`config.mk`:
```
export PLATFORM = sky130hd
export DESIGN_NAME = multi_servo_slew_limiter_core
export DESIGN_NICKNAME = d
export VERILOG_FILES = /design/src/hdl/msl_pkg.sv /design/src/hdl/multi_servo_slew_limiter_core.sv
export SDC_FILE = /design/constraint.sdc
export NUM_CORES = 1
export LEC_CHECK = 0
export ABC_AREA = 0
export BUFFER_PORTS_ARGS = -buffer_cell sky130_fd_sc_hd__buf_4
export CORE_MARGIN = 2
export CORE_UTILIZATION = 57
export CTS_CLUSTER_DIAMETER = 40
export DETAILED_ROUTE_END_ITERATION = 7
export GPL_TIMING_DRIVEN = 0
export PLACE_DENSITY = 0.77
export SLEW_MARGIN = 20
export SYNTH_ARGS = -nofsm -noshare
export SYNTH_HDL_FRONTEND = slang
export SYNTH_SLANG_ARGS = --single-unit
```
`constraint.sdc`:
```
create_clock -name clk_i -period 5.8 [get_ports clk_i]
set_clock_uncertainty 0.1 [all_clocks]
set_input_delay 0.58 -clock clk_i [delete_from_list [all_inputs] [get_ports clk_i]]
set_output_delay 0.58 -clock clk_i [all_outputs]
set_load 0.02 [all_outputs]
```
`src/hdl/msl_pkg.sv`:
```
`default_nettype none

package msl_pkg;

  localparam int NUM_SERVOS = 9;
  localparam int SERVO_W    = 4;
  localparam int WIDTH_W    = 12;
  localparam int REQ_W      = 2;
  localparam int IDX_W      = (NUM_SERVOS > 1) ? $clog2(NUM_SERVOS) : 1;

  localparam logic [WIDTH_W-1:0] STEP_RESET = WIDTH_W'(4);

  typedef logic [WIDTH_W-1:0] width_t;
  typedef logic [IDX_W-1:0]   idx_t;

  typedef enum logic [REQ_W-1:0] {
    REQ_SET_TARGET = 2'd0,
    REQ_PRESET     = 2'd1,
    REQ_TICK       = 2'd2
  } msl_req_e;

  typedef enum logic [1:0] {
    ST_IDLE,
    ST_WALK,
    ST_FIN
  } msl_state_e;

endpackage

`default_nettype wire

```
`src/hdl/multi_servo_slew_limiter_core.sv`:
```
// Slew limiter for NUM_SERVOS servo pulse widths. A request is taken when start is high and
// busy is low. Set-target, preset and unused codes leave busy low; a preset to a valid servo
// puts one result (last set) on the outputs in the following cycle. A tick holds busy high
// through its walk and flush states: one shared subtract/compare/step unit visits one servo
// per cycle, then the flush state sends the held result. Each moved servo gives one result, one
// cycle wide under strobe_o; results cannot be stalled. The last result of a tick is on the
// outputs in the first cycle with busy low again, so a fresh request may be taken in that cycle.
`default_nettype none

module multi_servo_slew_limiter_core (
  input  wire                          clk_i,
  input  wire                          rst_ni,
  input  wire                          start,
  output logic                         busy,
  input  wire  [msl_pkg::REQ_W-1:0]    req_type_i,
  input  wire  [msl_pkg::SERVO_W-1:0]  servo_i,
  input  wire  [msl_pkg::WIDTH_W-1:0]  width_value_i,
  input  wire                          cfg_we_i,
  input  wire  [msl_pkg::WIDTH_W-1:0]  cfg_wdata_i,
  output logic                         strobe_o,
  output logic [msl_pkg::SERVO_W-1:0]  servo_out_o,
  output logic [msl_pkg::WIDTH_W-1:0]  pulse_width_o,
  output logic                         last_o
);
  import msl_pkg::*;

  msl_state_e state_q, state_d;
  idx_t       idx_q, idx_d;
  width_t     step_q;
  width_t     cur_q [NUM_SERVOS];
  width_t     tgt_q [NUM_SERVOS];

  // result held back until we know whether another servo moves
  logic       pend_valid_q, pend_valid_d;
  idx_t       pend_idx_q, pend_idx_d;
  width_t     pend_width_q, pend_width_d;

  logic       accept;
  logic       cmd_in_range;
  idx_t       cmd_idx;
  logic       wr_tgt, wr_cur_cmd, wr_cur_walk;
  logic       emit;
  idx_t       emit_idx;
  width_t     emit_width;
  logic       emit_last;

  // shared step unit
  width_t     cur_sel, tgt_sel, step_eff, delta, new_width;
  logic       up, moved, reach;

  assign accept       = start && !busy;
  assign cmd_in_range = {{(32-SERVO_W){1'b0}}, servo_i} < 32'(NUM_SERVOS);
  assign cmd_idx      = IDX_W'(servo_i);

  always_comb begin
    cur_sel   = cur_q[idx_q];
    tgt_sel   = tgt_q[idx_q];
    step_eff  = (step_q == '0) ? WIDTH_W'(1) : step_q;
    up        = tgt_sel > cur_sel;
    delta     = up ? (tgt_sel - cur_sel) : (cur_sel - tgt_sel);
    reach     = delta <= step_eff;
    moved     = cur_sel != tgt_sel;
    if (reach) begin
      new_width = tgt_sel;
    end else if (up) begin
      new_width = cur_sel + step_eff;
    end else begin
      new_width = cur_sel - step_eff;
    end
  end

  always_comb begin
    state_d      = state_q;
    idx_d        = idx_q;
    pend_valid_d = pend_valid_q;
    pend_idx_d   = pend_idx_q;
    pend_width_d = pend_width_q;
    busy         = 1'b1;
    wr_tgt       = 1'b0;
    wr_cur_cmd   = 1'b0;
    wr_cur_walk  = 1'b0;
    emit         = 1'b0;
    emit_idx     = pend_idx_q;
    emit_width   = pend_width_q;
    emit_last    = 1'b0;
    case (state_q)
      ST_IDLE: begin
        busy = 1'b0;
        if (start) begin
          case (msl_req_e'(req_type_i))
            REQ_SET_TARGET: begin
              wr_tgt = cmd_in_range;
            end
            REQ_PRESET: begin
              wr_tgt     = cmd_in_range;
              wr_cur_cmd = cmd_in_range;
              emit       = cmd_in_range;
              emit_idx   = cmd_idx;
              emit_width = width_value_i;
              emit_last  = 1'b1;
            end
            REQ_TICK: begin
              state_d      = ST_WALK;
              idx_d        = '0;
              pend_valid_d = 1'b0;
            end
            default: ;
          endcase
        end
      end
      ST_WALK: begin
        if (moved) begin
          wr_cur_walk  = 1'b1;
          emit         = pend_valid_q;
          pend_valid_d = 1'b1;
          pend_idx_d   = idx_q;
          pend_width_d = new_width;
        end
        if (idx_q == IDX_W'(NUM_SERVOS - 1)) begin
          state_d = ST_FIN;
        end else begin
          idx_d = idx_q + IDX_W'(1);
        end
      end
      ST_FIN: begin
        emit         = pend_valid_q;
        emit_last    = 1'b1;
        pend_valid_d = 1'b0;
        state_d      = ST_IDLE;
      end
      default: begin
        state_d = ST_IDLE;
      end
    endcase
  end

  always_ff @(posedge clk_i or negedge rst_ni) begin
    if (!rst_ni) begin
      state_q      <= ST_IDLE;
      idx_q        <= '0;
      pend_valid_q <= 1'b0;
      step_q       <= STEP_RESET;
      strobe_o     <= 1'b0;
      for (int i = 0; i < NUM_SERVOS; i++) begin
        cur_q[i] <= '0;
        tgt_q[i] <= '0;
      end
    end else begin
      state_q      <= state_d;
      idx_q        <= idx_d;
      pend_valid_q <= pend_valid_d;
      strobe_o     <= emit;
      if (cfg_we_i) begin
        step_q <= cfg_wdata_i;
      end
      if (wr_tgt) begin
        tgt_q[cmd_idx] <= width_value_i;
      end
      if (wr_cur_cmd) begin
        cur_q[cmd_idx] <= width_value_i;
      end else if (wr_cur_walk) begin
        cur_q[idx_q] <= new_width;
      end
    end
  end

  always_ff @(posedge clk_i) begin
    pend_idx_q    <= pend_idx_d;
    pend_width_q  <= pend_width_d;
    servo_out_o   <= SERVO_W'(emit_idx);
    pulse_width_o <= emit_width;
    last_o        <= emit_last;
  end

  // a non-final result is only given when another moved servo is being held back
  assert property (@(posedge clk_i) disable iff (!rst_ni)
    strobe_o && !last_o |-> pend_valid_q)
    else $error("non-final result without a held result");

  assert property (@(posedge clk_i) disable iff (!rst_ni)
    state_q == ST_FIN && pend_valid_q |=> strobe_o && last_o)
    else $error("held result not flushed as last");

  assert property (@(posedge clk_i) disable iff (!rst_ni)
    accept && req_type_i == REQ_TICK |=> state_q == ST_WALK && idx_q == '0 && !pend_valid_q)
    else $error("tick did not start a clean walk");

  assert property (@(posedge clk_i) disable iff (!rst_ni)
    state_q == ST_FIN |=> state_q == ST_IDLE && !pend_valid_q)
    else $error("walk did not close");

endmodule

`default_nettype wire

```
==> results.md <==
* Placed inst area at 15500 um^2
* Vias in the first global route at 13000
* Iter 0 DRT Violations at 2087
* I/O Buffers at 38
* Failing checks: design-rule violations, negative setup slack
* Num rows at 58
* Placer congestion estimate at 1.00
* Yosys reg bits at 269
* Final Critical Period at 6.32 ns
* HP Class: input pin to flip-flop
* Req. time, crit path at 6.11 ns
* Synth Area in Adders at 4.75%
* Slew Limit Fails at 0
* WL/cell at 27.2 um
* # nets final at 1708
* Initial antenna violation count at 3
* Die Height at 165 um
* Clk pin slew, worst setup/hold paths at 0.06 ns
* Starting density of the core at 58.2%
* Pin count of the biggest net entering global routing at 94
* Mux share of post-synthesis cell area at 15.7%
* Synth Net Count at 1523
* CP max stage cell: mux4_2
* Main combinational cell family by area after synthesis: compound AO/OA/AOI/OAI gates
* Setup ws final at -0.525 ns
* GRT Util Overall at 36.5%
* Root Buffer: clkbuf_16
* Layout cells sized above 1 at 33.6%
* FFs w/ async S/R, synth at 87.7%
* Syn Std Cell Area at 14700 um^2
* H-tree depth at 2
* Period utilization at 109%
* Post-synthesis simple-gate area fraction at 10.5%
* Finished layout cell area at 19100 um^2
* Clock Latency Late Sink at 0.54 ns
* Final TNS setup at -46.36 ns
* Fin Hold WS at 0.159 ns
* Seq/Total Area, Yosys at 45.7%
* Post-layout util at 75.5%
* Die area at 27100 um^2
* HPWL Detailed at 31600 um
* Final Hold Viols at 0
* Status: finished, violations left
* Ys flop type: dfrtp_1
* Post-synthesis xor/xnor area fraction at 1.61%
* First-pass GRT wire length at 74200 um
* Post-Route WL at 53900 um
* CTS tree: yes
* Relative slew slack at 35.1%
* Bufs on Longest Clock Path at 3
* Critical Path Start Type: flip-flop
* IO Count at 53
* Worst Path Max Fanout at 8
* Final setup fails at 120
* Yosys warning count at 0
* Cell repeated most along the worst path: buf_12
* Post-synth EDFFs at 16
* CP top delay family: compound AO/OA/AOI/OAI gates
* Worst EP arrival at 6.63 ns
* CTS buffer count at 38
* Vias per cell at 6.95
* Die X at 165 um
* Drt pass-1 iters at 8
* Synth Instances at 1435
* Clock sink count at 269
* Unrepaired setup endpoints after global routing: true
* Area of the core at 25300 um^2
* Worst path buffer plus inverter count at 8
* Area Growth Syn to Fin at 29.6%
* Syn avg cell area at 10.3 um^2
* DRC at 3
* Max-Cap Viols at 0
* Worst path max stage delay at 0.56 ns
* Overflow after GRT at 0
* Unique masters post-synth at 74
* Via count at 13800
* CP endpoint kind: flip-flop
* Synth Area in Compound Gates at 17.1%
* Achievable Freq at 0.158 GHz
* Worst-Margin Slew at 0.961 ns
* Routed Antenna Nets at 0
* Crit Path Class: flip-flop to flip-flop
[cells in the final DEF (no fill, tap or decap), types with 14 or more instances in the layout]
cell         n
mux2_2      99
inv_1       49
a21oi_4     14
nand2_1    161
mux2i_1     52
o21ai_0     32
o21ai_2     45
ha_1        40
inv_2       14
mux4_2      24
clkbuf_16   43
dfrtp_1    234
buf_2       21
a22oi_1     74
buf_12      22
buf_4      100
o21ai_1     38
edfxtp_1    16
o22a_1      17
dfxtp_1     17
nor2_1      89
a21oi_1     69
buf_6       32
clkbuf_1    58
xnor2_1     25
[stage by stage]
step,setup WS (ns),std cells
floorplan,-0.0287,1435
global placement,-2.14,1803
detailed placement,-2.12,1805
CTS,-0.201,1940
global route,-0.794,1980
finish,-0.525,1980
[synthesized netlist by cell type (all sizes together) (7+ instances only)]
cell / instances / share of area (%)
dfrtp: 235 / 40
nand2: 165 / 4.2
o21ai: 118 / 4.1
mux2: 104 / 8.0
a21oi: 95 / 3.3
nor2: 94 / 2.4
a22oi: 75 / 3.9
inv: 63 / 1.6
mux2i: 59 / 4.0
clkbuf: 57 / 1.5
ha: 51 / 4.3
buf: 48 / 1.7
xnor2: 25 / 1.5
mux4: 24 / 3.7
o22a: 20 / 1.2
dfxtp: 17 / 2.3
edfxtp: 16 / 3.3
nand3: 14 / 0.51
nor3: 13 / 0.55
o221ai: 13 / 0.77
nor2b: 12 / 0.51
o22ai: 12 / 0.51
o21a: 10 / 0.51
a31oi: 7 / 0.40
and3: 7 / 0.30
[path summary, 6_finish.rpt]
path	start	cells past startpoint	slack, ns	endpoint
worst max-delay path	idx_q[0]	27	-0.52	cur_q[92]
worst min-delay path	cfg_wdata_i[11]	3	0.16	step_q[11]
worst max register to register	idx_q[0]	27	-0.52	cur_q[92]
worst min register to register	pend_idx_q[1]	2	0.34	servo_out_o[1]
max in group asynchronous	rst_ni	4	3.85	cur_q[22]
min in group asynchronous	rst_ni	2	0.49	step_q[4]
[flip-flops by register name, indices dropped and copies added (netlist names), 2 cells and up]
register and flops:
state_q 2, tgt_q 108, servo_out_o 4, pulse_width_o 12, cur_q 108, step_q 12, pend_width_q 12, pend_idx_q 4
idx_q 4
[timing repair]
item	CTS	global route
gates resized for setup	223	139
hold buffers	1	0
gates cloned	2	3
pin swaps	55	57
endpoints found under the hold margin	65	0
buffers inserted	64	40
setup endpoints to repair	120	120
[cell families after synthesis]
logic type	after synthesis
compound gates	391
simple gates	339
flops	269
mux	187
buf+inv	168
fa+ha+maj	54
xor+xnor	27
[final cells by class]
| class | count | area [um^2] |
|---|---|---|
| Multi-Input combinational cell | 998 | 8190 |
| Timing Repair Buffer | 147 | 1530 |
| Buffer | 103 | 661 |
| Sequential cell | 269 | 6730 |
| Fill cell | 1543 | 6190 |
| Inverter | 63 | 236 |
| Antenna cell | 1 | 2.50 |
| Clock buffer | 50 | 1060 |
| Clock inverter | 19 | 241 |
| Tap cell | 330 | 413 |
[worst register-to-register path: stages (launching register included)]
cell	delay, ns
dfrtp_2	0.41
buf_12	0.14
buf_12	0.16
buf_12	0.12
buf_16	0.12
mux4_2	0.56
a21oi_4	0.24
o22a_1	0.25
inv_2	0.08
ha_4	0.30
nand2_1	0.10
o211ai_1	0.26
buf_4	0.18
o2111ai_4	0.13
and2_4	0.22
mux2_4	0.32
o21ai_2	0.17
a21oi_2	0.08
xnor2_1	0.13
ha_1	0.32
nand4_1	0.21
a211oi_2	0.42
o21a_4	0.24
buf_6	0.15
mux2i_4	0.34
buf_12	0.20
a2bb2oi_2	0.17
a21oi_1	0.08
[layer usage]
metal | share of wire, % | GRT usage [%] | wire length [um] | vias to the layer above
met2 | 44 | 55.3 | 23700 | 1078
met3 | 13 | 9.57 | 6820 | 375
met5 | 0.024 | 0 | 13 | -
li1 | - | - | - | 5569
met1 | 36 | 47.0 | 19300 | 6731
met4 | 7.7 | 22.8 | 4180 | 2
Power is not shown: default switching activity piles up to over one toggle a cycle in this logic, so the estimate is an artifact.
